[src/hw/rtl/col_pkg.sv]
package col_pkg;

    // Table size and stored coordinate width.
    localparam int MAX_CIRCLES = 16;
    localparam int COORD_BITS  = 16;

    // Fixed field widths of the request and response words.
    localparam int OP_W   = 3;
    localparam int SLOT_W = 4;
    localparam int POS_W  = 16;
    localparam int RAD_W  = 15;
    localparam int ST_W   = 3;

    // Derived widths.
    localparam int IDX_W  = (MAX_CIRCLES > 1) ? $clog2(MAX_CIRCLES) : 1;
    localparam int SUM_W  = ((COORD_BITS > POS_W) ? COORD_BITS : POS_W) + 1;
    localparam int DIFF_W = COORD_BITS + 1;
    localparam int SQ_W   = 2 * DIFF_W;
    localparam int K_W    = RAD_W + 1;
    localparam int K2_W   = 2 * K_W;
    localparam int DSQ_W  = (SQ_W + 1 > K2_W) ? SQ_W + 1 : K2_W;

    // Comparator pipeline depth and scan counter.
    localparam int CMP_LAT = 3;
    localparam int CNT_W   = $clog2(MAX_CIRCLES + CMP_LAT);
    localparam logic [CNT_W-1:0] SCAN_FEED = CNT_W'(MAX_CIRCLES);
    localparam logic [CNT_W-1:0] SCAN_LAST = CNT_W'(MAX_CIRCLES + CMP_LAT - 1);

    // Opcodes.
    localparam logic [OP_W-1:0] OP_INSERT     = 3'd0;
    localparam logic [OP_W-1:0] OP_SET_CENTER = 3'd1;
    localparam logic [OP_W-1:0] OP_SET_RADIUS = 3'd2;
    localparam logic [OP_W-1:0] OP_TRANSLATE  = 3'd3;
    localparam logic [OP_W-1:0] OP_REMOVE     = 3'd4;
    localparam logic [OP_W-1:0] OP_CONTAINS   = 3'd5;

    // Status codes.
    localparam logic [ST_W-1:0] ST_OK      = 3'd0;
    localparam logic [ST_W-1:0] ST_OVERLAP = 3'd1;
    localparam logic [ST_W-1:0] ST_NEGRAD  = 3'd2;
    localparam logic [ST_W-1:0] ST_FULL    = 3'd3;
    localparam logic [ST_W-1:0] ST_EMPTY   = 3'd4;
    localparam logic [ST_W-1:0] ST_RANGE   = 3'd5;

    // Comparator modes.
    localparam logic CMP_OVERLAP = 1'b0;
    localparam logic CMP_CONTAIN = 1'b1;

    // Legal range of a stored center coordinate.
    localparam logic signed [SUM_W-1:0] C_MIN = SUM_W'(-(2 ** (COORD_BITS - 1)));
    localparam logic signed [SUM_W-1:0] C_MAX = SUM_W'((2 ** (COORD_BITS - 1)) - 1);

    // One stored circle.
    typedef struct packed {
        logic                         valid;
        logic signed [COORD_BITS-1:0] x;
        logic signed [COORD_BITS-1:0] y;
        logic        [RAD_W-1:0]      r;
    } t_entry;

    // Control of the ring of cells.
    typedef struct packed {
        logic             shift;
        logic             wr;
        logic [IDX_W-1:0] wr_idx;
        t_entry           wr_data;
    } t_ring_ctl;

    // One comparison handed to the comparator.
    typedef struct packed {
        logic   en;
        logic   mode;
        t_entry a;
        t_entry b;
    } t_cmp_req;

    typedef struct packed {
        logic valid;
        logic hit;
    } t_cmp_res;

    function automatic logic coord_ok(input logic signed [SUM_W-1:0] v);
        return (v >= C_MIN) && (v <= C_MAX);
    endfunction

endpackage

[src/hw/rtl/col_if.sv]
// Request channel: one word per table operation.
interface col_req_if;
    logic                     valid;
    logic                     ready;
    logic [2:0]               opcode;
    logic [3:0]               slot;
    logic [3:0]               other_slot;
    logic signed [15:0]       pos_x;
    logic signed [15:0]       pos_y;
    logic signed [15:0]       radius_in;

    modport source (
        output valid, opcode, slot, other_slot, pos_x, pos_y, radius_in,
        input  ready
    );
    modport sink (
        input  valid, opcode, slot, other_slot, pos_x, pos_y, radius_in,
        output ready
    );
endinterface

// Response channel: one word per request.
interface col_rsp_if;
    logic       valid;
    logic       ready;
    logic [2:0] status;
    logic [3:0] slot_out;
    logic       contains;

    modport source (
        output valid, status, slot_out, contains,
        input  ready
    );
    modport sink (
        input  valid, status, slot_out, contains,
        output ready
    );
endinterface

[src/hw/rtl/col_cell.sv]
module col_cell
    import col_pkg::*;
(
    input  logic             i_clk,
    input  logic             i_rst_n,
    input  logic [IDX_W-1:0] i_idx,
    input  t_ring_ctl        i_ctl,
    input  t_entry           i_shift_in,
    output t_entry           o_entry
);

    logic                         r_valid;
    logic signed [COORD_BITS-1:0] r_x;
    logic signed [COORD_BITS-1:0] r_y;
    logic        [RAD_W-1:0]      r_r;
    logic                         wr_sel;

    // A write hits this cell only when the ring stands at its home position.
    assign wr_sel = i_ctl.wr && (i_ctl.wr_idx == i_idx);

    // Valid bit, cleared by reset.
    always_ff @(posedge i_clk) begin
        if (!i_rst_n) begin
            r_valid <= 1'b0;
        end else if (i_ctl.shift) begin
            r_valid <= i_shift_in.valid;
        end else if (wr_sel) begin
            r_valid <= i_ctl.wr_data.valid;
        end
    end

    // Circle payload.
    always_ff @(posedge i_clk) begin
        if (i_ctl.shift) begin
            r_x <= i_shift_in.x;
            r_y <= i_shift_in.y;
            r_r <= i_shift_in.r;
        end else if (wr_sel) begin
            r_x <= i_ctl.wr_data.x;
            r_y <= i_ctl.wr_data.y;
            r_r <= i_ctl.wr_data.r;
        end
    end

    assign o_entry = '{valid: r_valid, x: r_x, y: r_y, r: r_r};

endmodule

[src/hw/rtl/col_cmp.sv]
module col_cmp
    import col_pkg::*;
(
    input  logic     i_clk,
    input  logic     i_rst_n,
    input  t_cmp_req i_req,
    output t_cmp_res o_res
);

    // Stage one: center differences and radius sum or difference.
    logic                     r_en1;
    logic                     r_mode1;
    logic                     r_le1;
    logic signed [DIFF_W-1:0] r_dx;
    logic signed [DIFF_W-1:0] r_dy;
    logic [K_W-1:0]           r_k;

    // Stage two: squares.
    logic                     r_en2;
    logic                     r_mode2;
    logic                     r_le2;
    logic signed [SQ_W-1:0]   r_dx2;
    logic signed [SQ_W-1:0]   r_dy2;
    logic [K2_W-1:0]          r_k2;

    // Stage three: registered verdict.
    logic                     r_valid3;
    logic                     r_hit3;

    logic [DSQ_W-1:0]         d2;
    logic                     hit;

    assign d2  = DSQ_W'($unsigned(r_dx2)) + DSQ_W'($unsigned(r_dy2));
    // Touching counts as overlap; containment needs the inner radius not larger.
    assign hit = (d2 <= DSQ_W'(r_k2)) && ((r_mode2 == CMP_OVERLAP) || r_le2);

    always_ff @(posedge i_clk) begin
        if (!i_rst_n) begin
            r_en1    <= 1'b0;
            r_en2    <= 1'b0;
            r_valid3 <= 1'b0;
        end else begin
            r_en1    <= i_req.en;
            r_en2    <= r_en1;
            r_valid3 <= r_en2;
        end
    end

    always_ff @(posedge i_clk) begin
        r_mode1 <= i_req.mode;
        r_le1   <= i_req.b.r <= i_req.a.r;
        r_dx    <= DIFF_W'($signed(i_req.b.x)) - DIFF_W'($signed(i_req.a.x));
        r_dy    <= DIFF_W'($signed(i_req.b.y)) - DIFF_W'($signed(i_req.a.y));
        if (i_req.mode == CMP_OVERLAP) begin
            r_k <= K_W'(i_req.a.r) + K_W'(i_req.b.r);
        end else begin
            r_k <= K_W'(i_req.a.r) - K_W'(i_req.b.r);
        end

        r_mode2 <= r_mode1;
        r_le2   <= r_le1;
        r_dx2   <= r_dx * r_dx;
        r_dy2   <= r_dy * r_dy;
        r_k2    <= r_k * r_k;

        r_hit3  <= hit;
    end

    assign o_res = '{valid: r_valid3, hit: r_hit3};

endmodule

[src/hw/rtl/circle_overlap_table_unit.sv]
// Channel   Dir  Modport  Word
// i_req     in   sink     opcode, slot, other_slot, pos_x, pos_y, radius_in
// o_rsp     out  source   status, slot_out, contains
//
// A change that is checked for overlap runs from accept through a setup step,
// a scan that rotates all 16 cells of the ring past the shared three-stage
// comparator, the comparator drain and a commit before the next accept.
// A contains query makes one comparison; remove and rejected words do no scan.
// Reset is synchronous and clears only the valid bits and the control state.
// A finished response waits in the output register while the next word is taken.

module circle_overlap_table_unit
    import col_pkg::*;
(
    input  logic i_clk,
    input  logic i_rst_n,
    col_req_if.sink   i_req,
    col_rsp_if.source o_rsp
);

    typedef enum logic [2:0] {
        S_IDLE,
        S_SETUP,
        S_FETCH2,
        S_CMP,
        S_SCAN,
        S_DONE
    } t_state;

    t_state r_state, n_state;

    logic [OP_W-1:0]         r_op, n_op;
    logic [SLOT_W-1:0]       r_slot, n_slot;
    logic [SLOT_W-1:0]       r_other, n_other;
    logic signed [POS_W-1:0] r_px, n_px;
    logic signed [POS_W-1:0] r_py, n_py;
    logic signed [POS_W-1:0] r_rin, n_rin;
    t_entry                  r_a, n_a;
    logic                    r_sok, n_sok;
    t_entry                  r_probe, n_probe;
    logic [IDX_W-1:0]        r_widx, n_widx;
    logic                    r_skip_en, n_skip_en;
    logic [CNT_W-1:0]        r_cnt, n_cnt;
    logic                    r_hit, n_hit;
    logic [ST_W-1:0]         r_status, n_status;
    logic [SLOT_W-1:0]       r_slot_out, n_slot_out;
    logic                    r_cont, n_cont;
    logic                    r_commit, n_commit;
    logic                    r_rsp_valid, n_rsp_valid;
    logic [ST_W-1:0]         r_rsp_status, n_rsp_status;
    logic [SLOT_W-1:0]       r_rsp_slot, n_rsp_slot;
    logic                    r_rsp_cont, n_rsp_cont;

    t_entry                  cell_q [MAX_CIRCLES];
    t_ring_ctl               ring_ctl;
    t_cmp_req                cmp_req;
    t_cmp_res                cmp_res;

    logic [IDX_W-1:0]        rd_idx;
    t_entry                  rd_entry;
    logic                    slot_in_range;
    logic                    other_in_range;
    logic [IDX_W-1:0]        free_idx;
    logic                    full;
    logic signed [SUM_W-1:0] px_w;
    logic signed [SUM_W-1:0] py_w;
    logic signed [SUM_W-1:0] tx;
    logic signed [SUM_W-1:0] ty;
    logic                    coords_ok;

    // Ring of cells; cell 0 faces the comparator and takes from its neighbor.
    for (genvar g = 0; g < MAX_CIRCLES; g++) begin : g_cell
        col_cell u_cell (
            .i_clk      (i_clk),
            .i_rst_n    (i_rst_n),
            .i_idx      (IDX_W'(g)),
            .i_ctl      (ring_ctl),
            .i_shift_in (cell_q[(g + 1) % MAX_CIRCLES]),
            .o_entry    (cell_q[g])
        );
    end

    col_cmp u_cmp (
        .i_clk   (i_clk),
        .i_rst_n (i_rst_n),
        .i_req   (cmp_req),
        .o_res   (cmp_res)
    );

    // Single read port into the ring, used while it stands at home.
    assign rd_idx         = (r_state == S_FETCH2) ? IDX_W'(r_other) : IDX_W'(r_slot);
    assign rd_entry       = cell_q[rd_idx];
    assign slot_in_range  = int'(r_slot) < MAX_CIRCLES;
    assign other_in_range = int'(r_other) < MAX_CIRCLES;

    // Lowest free slot.
    always_comb begin
        full     = 1'b1;
        free_idx = '0;
        for (int i = MAX_CIRCLES - 1; i >= 0; i--) begin
            if (!cell_q[i].valid) begin
                full     = 1'b0;
                free_idx = IDX_W'(i);
            end
        end
    end

    // New center for insert, set center and translate.
    assign px_w      = SUM_W'(r_px);
    assign py_w      = SUM_W'(r_py);
    assign tx        = (r_op == OP_TRANSLATE) ? SUM_W'($signed(rd_entry.x)) + px_w : px_w;
    assign ty        = (r_op == OP_TRANSLATE) ? SUM_W'($signed(rd_entry.y)) + py_w : py_w;
    assign coords_ok = coord_ok(tx) && coord_ok(ty);

    // Sequencer next state.
    always_comb begin
        n_state      = r_state;
        n_op         = r_op;
        n_slot       = r_slot;
        n_other      = r_other;
        n_px         = r_px;
        n_py         = r_py;
        n_rin        = r_rin;
        n_a          = r_a;
        n_sok        = r_sok;
        n_probe      = r_probe;
        n_widx       = r_widx;
        n_skip_en    = r_skip_en;
        n_cnt        = r_cnt;
        n_hit        = r_hit;
        n_status     = r_status;
        n_slot_out   = r_slot_out;
        n_cont       = r_cont;
        n_commit     = r_commit;
        n_rsp_status = r_rsp_status;
        n_rsp_slot   = r_rsp_slot;
        n_rsp_cont   = r_rsp_cont;
        n_rsp_valid  = r_rsp_valid && !o_rsp.ready;

        ring_ctl     = '{shift: 1'b0, wr: 1'b0, wr_idx: r_widx, wr_data: r_probe};
        cmp_req      = '{en: 1'b0, mode: CMP_OVERLAP, a: r_probe, b: cell_q[0]};

        case (r_state)
            S_IDLE: begin
                if (i_req.valid) begin
                    n_op    = i_req.opcode;
                    n_slot  = i_req.slot;
                    n_other = i_req.other_slot;
                    n_px    = i_req.pos_x;
                    n_py    = i_req.pos_y;
                    n_rin   = i_req.radius_in;
                    n_state = S_SETUP;
                end
            end

            S_SETUP: begin
                n_slot_out = r_slot;
                n_status   = ST_OK;
                n_cont     = 1'b0;
                n_commit   = 1'b0;
                n_cnt      = '0;
                n_hit      = 1'b0;
                n_sok      = slot_in_range && rd_entry.valid;
                n_state    = S_DONE;
                case (r_op)
                    OP_INSERT: begin
                        n_slot_out = full ? '0 : SLOT_W'(free_idx);
                        n_widx     = free_idx;
                        n_skip_en  = 1'b0;
                        n_probe    = '{valid: 1'b1, x: COORD_BITS'(tx),
                                       y: COORD_BITS'(ty), r: r_rin[RAD_W-1:0]};
                        if (r_rin[POS_W-1]) begin
                            n_status = ST_NEGRAD;
                        end else if (!coords_ok) begin
                            n_status = ST_RANGE;
                        end else if (full) begin
                            n_status = ST_FULL;
                        end else begin
                            n_state = S_SCAN;
                        end
                    end
                    OP_SET_CENTER, OP_TRANSLATE: begin
                        n_widx    = IDX_W'(r_slot);
                        n_skip_en = 1'b1;
                        n_probe   = '{valid: 1'b1, x: COORD_BITS'(tx),
                                      y: COORD_BITS'(ty), r: rd_entry.r};
                        if (!(slot_in_range && rd_entry.valid)) begin
                            n_status = ST_EMPTY;
                        end else if (!coords_ok) begin
                            n_status = ST_RANGE;
                        end else begin
                            n_state = S_SCAN;
                        end
                    end
                    OP_SET_RADIUS: begin
                        n_widx    = IDX_W'(r_slot);
                        n_skip_en = 1'b1;
                        n_probe   = '{valid: 1'b1, x: rd_entry.x, y: rd_entry.y,
                                      r: r_rin[RAD_W-1:0]};
                        if (!(slot_in_range && rd_entry.valid)) begin
                            n_status = ST_EMPTY;
                        end else if (r_rin[POS_W-1]) begin
                            n_status = ST_NEGRAD;
                        end else begin
                            n_state = S_SCAN;
                        end
                    end
                    OP_REMOVE: begin
                        n_widx  = IDX_W'(r_slot);
                        n_probe = '{valid: 1'b0, x: rd_entry.x, y: rd_entry.y,
                                    r: rd_entry.r};
                        if (!(slot_in_range && rd_entry.valid)) begin
                            n_status = ST_EMPTY;
                        end else begin
                            n_commit = 1'b1;
                        end
                    end
                    OP_CONTAINS: begin
                        n_a     = rd_entry;
                        n_state = S_FETCH2;
                    end
                    default: begin
                        n_status = ST_OK;
                    end
                endcase
            end

            // Second read for the contains query, then one comparison.
            S_FETCH2: begin
                if (r_sok && other_in_range && rd_entry.valid) begin
                    cmp_req = '{en: 1'b1, mode: CMP_CONTAIN, a: r_a, b: rd_entry};
                    n_state = S_CMP;
                end else begin
                    n_status = ST_EMPTY;
                    n_state  = S_DONE;
                end
            end

            S_CMP: begin
                if (cmp_res.valid) begin
                    n_cont  = cmp_res.hit;
                    n_state = S_DONE;
                end
            end

            // Rotate every slot past the comparator, skipping the one being changed.
            S_SCAN: begin
                ring_ctl.shift = r_cnt < SCAN_FEED;
                cmp_req.en     = (r_cnt < SCAN_FEED) && cell_q[0].valid &&
                                 !(r_skip_en && (r_cnt[IDX_W-1:0] == r_widx));
                n_hit          = r_hit || (cmp_res.valid && cmp_res.hit);
                n_cnt          = r_cnt + 1'b1;
                if (r_cnt == SCAN_LAST) begin
                    n_status = n_hit ? ST_OVERLAP : ST_OK;
                    n_commit = !n_hit;
                    n_state  = S_DONE;
                end
            end

            // Commit the change and hand the response to the output register.
            S_DONE: begin
                if (!r_rsp_valid || o_rsp.ready) begin
                    ring_ctl.wr  = r_commit;
                    n_rsp_valid  = 1'b1;
                    n_rsp_status = r_status;
                    n_rsp_slot   = r_slot_out;
                    n_rsp_cont   = r_cont;
                    n_state      = S_IDLE;
                end
            end

            default: begin
                n_state = S_IDLE;
            end
        endcase
    end

    // State and registered outputs.
    always_ff @(posedge i_clk) begin
        if (!i_rst_n) begin
            r_state     <= S_IDLE;
            r_rsp_valid <= 1'b0;
            r_commit    <= 1'b0;
        end else begin
            r_state     <= n_state;
            r_rsp_valid <= n_rsp_valid;
            r_commit    <= n_commit;
        end
        r_op         <= n_op;
        r_slot       <= n_slot;
        r_other      <= n_other;
        r_px         <= n_px;
        r_py         <= n_py;
        r_rin        <= n_rin;
        r_a          <= n_a;
        r_sok        <= n_sok;
        r_probe      <= n_probe;
        r_widx       <= n_widx;
        r_skip_en    <= n_skip_en;
        r_cnt        <= n_cnt;
        r_hit        <= n_hit;
        r_status     <= n_status;
        r_slot_out   <= n_slot_out;
        r_cont       <= n_cont;
        r_rsp_status <= n_rsp_status;
        r_rsp_slot   <= n_rsp_slot;
        r_rsp_cont   <= n_rsp_cont;
    end

    assign i_req.ready    = (r_state == S_IDLE);
    assign o_rsp.valid    = r_rsp_valid;
    assign o_rsp.status   = r_rsp_status;
    assign o_rsp.slot_out = r_rsp_slot;
    assign o_rsp.contains = r_rsp_cont;

endmodule
[src/flat_wrapper.sv]
// flat-port wrapper written by rule: the top's interface ports become plain ports
module circle_overlap_table_unit_flat import col_pkg::*;
  (i_clk, i_rst_n, i_req_valid, i_req_opcode, i_req_slot, i_req_other_slot, i_req_pos_x, i_req_pos_y, i_req_radius_in, i_req_ready, o_rsp_valid, o_rsp_status, o_rsp_slot_out, o_rsp_contains, o_rsp_ready);
  col_req_if i_req_i ();
  col_rsp_if o_rsp_i ();
  input  logic i_clk;
  input  logic i_rst_n;
  input wire logic [$bits(i_req_i.valid)-1:0] i_req_valid;
  input wire logic [$bits(i_req_i.opcode)-1:0] i_req_opcode;
  input wire logic [$bits(i_req_i.slot)-1:0] i_req_slot;
  input wire logic [$bits(i_req_i.other_slot)-1:0] i_req_other_slot;
  input wire logic [$bits(i_req_i.pos_x)-1:0] i_req_pos_x;
  input wire logic [$bits(i_req_i.pos_y)-1:0] i_req_pos_y;
  input wire logic [$bits(i_req_i.radius_in)-1:0] i_req_radius_in;
  output wire logic [$bits(i_req_i.ready)-1:0] i_req_ready;
  output wire logic [$bits(o_rsp_i.valid)-1:0] o_rsp_valid;
  output wire logic [$bits(o_rsp_i.status)-1:0] o_rsp_status;
  output wire logic [$bits(o_rsp_i.slot_out)-1:0] o_rsp_slot_out;
  output wire logic [$bits(o_rsp_i.contains)-1:0] o_rsp_contains;
  input wire logic [$bits(o_rsp_i.ready)-1:0] o_rsp_ready;
  assign i_req_i.valid = i_req_valid;
  assign i_req_i.opcode = i_req_opcode;
  assign i_req_i.slot = i_req_slot;
  assign i_req_i.other_slot = i_req_other_slot;
  assign i_req_i.pos_x = i_req_pos_x;
  assign i_req_i.pos_y = i_req_pos_y;
  assign i_req_i.radius_in = i_req_radius_in;
  assign i_req_ready = i_req_i.ready;
  assign o_rsp_valid = o_rsp_i.valid;
  assign o_rsp_status = o_rsp_i.status;
  assign o_rsp_slot_out = o_rsp_i.slot_out;
  assign o_rsp_contains = o_rsp_i.contains;
  assign o_rsp_i.ready = o_rsp_ready;
  circle_overlap_table_unit u_core (.i_clk(i_clk), .i_rst_n(i_rst_n), .i_req(i_req_i), .o_rsp(o_rsp_i));
endmodule
[config.mk]
export PLATFORM = sky130hd
export DESIGN_NAME = circle_overlap_table_unit_flat
export DESIGN_NICKNAME = d
export VERILOG_FILES = /design/src/hw/rtl/col_pkg.sv /design/src/hw/rtl/col_if.sv /design/src/hw/rtl/col_cell.sv /design/src/hw/rtl/col_cmp.sv /design/src/hw/rtl/circle_overlap_table_unit.sv /design/src/flat_wrapper.sv
export SDC_FILE = /design/constraint.sdc
export NUM_CORES = 2
export LEC_CHECK = 0
export BUFFER_PORTS_ARGS = -buffer_cell sky130_fd_sc_hd__clkbuf_2
export CELL_PAD_IN_SITES_DETAIL_PLACEMENT = 0
export CELL_PAD_IN_SITES_GLOBAL_PLACEMENT = 2
export CORE_UTILIZATION = 40
export DETAILED_ROUTE_END_ITERATION = 8
export GPL_ROUTABILITY_DRIVEN = 1
export PLACE_DENSITY_LB_ADDON = 0.1
export SYNTH_ARGS = -nofsm -noshare
export SYNTH_HDL_FRONTEND = slang
export SYNTH_SLANG_ARGS = --single-unit
[constraint.sdc]
create_clock -name i_clk -period 6.3 [get_ports i_clk]
set_input_delay 0.63 -clock i_clk [delete_from_list [all_inputs] [get_ports i_clk]]
set_output_delay 0.63 -clock i_clk [all_outputs]
set_load 0.01 [all_outputs]
==> flow_summary_export.csv <==
group,metric,value,unit
sta,setup_viol,0,
worst_setup_path,critical_path.startpoint,"u_core.r_state[2]$_SDFFE_PN0P_",
cts,cts_tree,"done",
global_routing,grt_util_all_layers,22.7,%
worst_setup_path,required,6.96,ns
sta,period_needed,6.09,ns
layout,area_growth_syn_to_layout,13.9,%
drt,wirelength,223,mm
synth,yosysUniqueCellTypes,76,
placement,place.gp.congestion,0.847,
sta,clock_skew,0.0441,ns
synth,syn_nets,8647,
status,status,"complete, no violations",
worst_setup_path,cp_data_arrival_time,6.75,ns
synth,ys_ff_latch,1110,
drt,drc,0,
global_routing,grt_pass1_vias,55400,
drt,drtIter0Drc,3785,
global_routing,overflow,0,
synth,syn_area,0.0795,mm^2
worst_setup_path,path_cells,"nor3b_4 > buf_4 > mux2i_4 > buf_4 > buf_4 > mux4_2 > and2_1 > a211oi_1 > a31oi_1 > mux2_2 > ha_1 > buf_4 > nor2_1 > a2111o_1 > and3_1 > nand2_1 > o311ai_0 > o31ai_1 > mux2i_1 > xnor2_1",
floorplanning,fp.dieH,448,um
global_routing,antenna_found_initial,4,
layout,fill_cells,18800,
synth,synth.avg_cell_area,10.7,um^2
worst_setup_path,crit_type,"reg2reg",
sta,relSlewSlack,21.5,%
sta,worst_pin_slew,1.17,ns
layout,mostFrequentLayoutCells,"1978 x nand2_1, 936 x inv_1, 934 x edfxtp_1",
cts,max-clock-path-buffers,3,
worst_setup_path,cp_common_cell,"buf_4",
layout,drive_above_1_share,13.0,%
min_path,min_from,"i_req_radius_in[5]",
placement,dp_hpwl,157,mm
synth,async_flop_share,0,%
worst_setup_path,crit_path_start_kind,"flip-flop",
drt,num_vias,53800,
worst_setup_path,r2r-start,"u_core.r_state[2]$_SDFFE_PN0P_",
worst_setup_path,slowest_delay,0.50,ns
drt,firstDrtPassIters,6,
synth,synth_ff_type,"edfxtp_1",
synth,synth-edff-count,934,
sta,maxSlewViolCount,0,
drt,ant_nets,0,
layout,layout_commonest_cell,"nand2_1",
global_routing,grt_max_degree,185,
sta,hold_violations,0,
cts,cts_root_buf,"clkbuf_16",
global_routing,grt_pass1_wl,345,mm
flow_run,maxCapViolCount,0,
drt,wl_per_cell,21.3,um
synth,ys_warn_count,0,
layout,final_nets,8910,
sta,min_period_over_period,96.6,%
floorplanning,boundaryPins,73,
floorplanning,fp.dieW,448,um
floorplanning,die_area,0.200,mm^2
layout,finish.utilization,45.9,%
floorplanning,std_cell_rows,163,
worst_setup_path,end_kind,"flip-flop",
worst_setup_path,slowest_stage,"mux2i_4",
sta,fmax,0.164,GHz
cts,cts.sinks,1110,
cts,htreeDepth,4,
cts,clk-insertion-delay-late,0.81,ns
drt,wl_met1,103,mm
min_path,hold_path.class,"in2reg",
cts,cts.clk_slew.worst_paths,0.06,ns
worst_setup_path,path_max_fanout,21,
synth,ys_seq_area_share,39.7,%
synth,synthCells,7448,
drt,wl_met2,108,mm
sta,whs,0.0952,ns
drt,dr.max_layer_used,"met4",
floorplanning,core,0.197,mm^2
floorplanning,start_util,40.3,%
drt,avgViaCountPerCell,5.14,
drt,wl_met3,8.08,mm
placement,io_buffers,72,
cts,cts_inserted_buffers,137,
==> sequential cells by signal (all words and copies together) (netlist names), 17 cells and up <==
signal and count:
u_core.g_cell.u_cell.r_r 240, u_core.g_cell.u_cell.r_x 256, u_core.g_cell.u_cell.r_y 256, u_core.r_a 47
u_core.r_probe 48, u_core.u_cmp.r_dx 17, u_core.u_cmp.r_dx2 33, u_core.u_cmp.r_dy 17
u_core.u_cmp.r_dy2 33, u_core.u_cmp.r_k2 31
==> cells in the mapped netlist (75+ instances only) <==
library cell  number  area (um^2)
mux4_2           192         4320
nor2_1           211          792
nand2_1         1981         7440
mux2_2            88          991
o21ai_0          147          736
and2_1           226         1410
inv_1            940         3530
clkbuf_1         272         1020
edfxtp_1         934        28000
xor2_1            75          657
dfxtp_1          176         3520
ha_1             424         5310
a21o_1            84          631
xnor2_1          136         1190
fa_1             712        14300
a21oi_1          176          881
==> cell type report <==
class                   count  area [um^2]  area share [%]
clock inverters            76          910            1.00
inverters                 942         3540            3.91
clock buffers             175         3640            4.02
repair buffers            442         3810            4.20
flip-flops and latches   1110        31600            34.9
multi-input cells        5078        43700            48.3
well taps                2640         3300            3.65
diodes                      6         15.0          0.0166
==> kinds of logic (layout without fill, tap and decap cells) <==
family,Yosys count,count (layout),synth area share [%]
xor+xnor,211,211,2.33
buf+inv,1260,1635,6.03
other cells,0,6,0
simple gates,2682,2682,14.2
compound gates,702,702,5.62
flops,1110,1110,39.7
fa+ha+maj,1136,1136,24.6
mux,347,347,7.53
==> worst paths after layout <==
kind                                                     end  slack, ns  depth (start not counted)
worst max register to register  u_core.u_cmp.r_k[13]$_DFF_P_       0.21                         20
worst max-delay path            u_core.u_cmp.r_k[13]$_DFF_P_       0.21                         20
worst min-delay path               u_core.r_rin[5]$_DFFE_PP_        0.1                          1
worst min register to register    u_core.u_cmp.r_le2$_DFF_P_       0.33                          0
==> timing repair <==
item / 4_1_cts / 5_1_grt
buffers inserted: 0 / 11
pin swaps: 0 / 16
setup endpoints to repair: 6 / 34
endpoints found under the hold margin: 47 / 0
gates resized for setup: 5 / 107
hold buffers: 47 / 0
==> worst max-delay path, delay by kind of cell, from the launching register on <==
kind / cells / cell delay (ns)
multiplexers: 4 / 1.48
buffers and inverters: 4 / 1.29
AO/OA/AOI/OAI: 5 / 1.29
AND/OR/NAND/NOR: 5 / 0.81
adder cells (fa/ha/maj): 1 / 0.37
flip-flops: 1 / 0.34
XOR/XNOR: 1 / 0.32
==> stage by stage <==
| step | TNS, ns | setup slack (ns) | instances | instance area [um^2] |
|---|---|---|---|---|
| global placement | -0.243 | -0.118 | 10200 | 85000 |
| floorplan | 0 | 0.0564 | 7448 | 79500 |
| global route | -0.0264 | -0.00972 | 10500 | 90500 |
| CTS | -0.00487 | -0.00275 | 10500 | 90000 |
| detailed placement | -0.215 | -0.0882 | 10200 | 85000 |
| finish | 0 | 0.215 | 10500 | 90500 |
==> per-layer routing <==
metal	vias up	GRT usage, %
met5	-	0
met4	0	4.73
met3	232	2.32
met2	1024	37.6
met1	27400	32.2
li1	25100	-
Power is not shown: default switching activity piles up to over one toggle a cycle in this logic, so the estimate is an artifact.
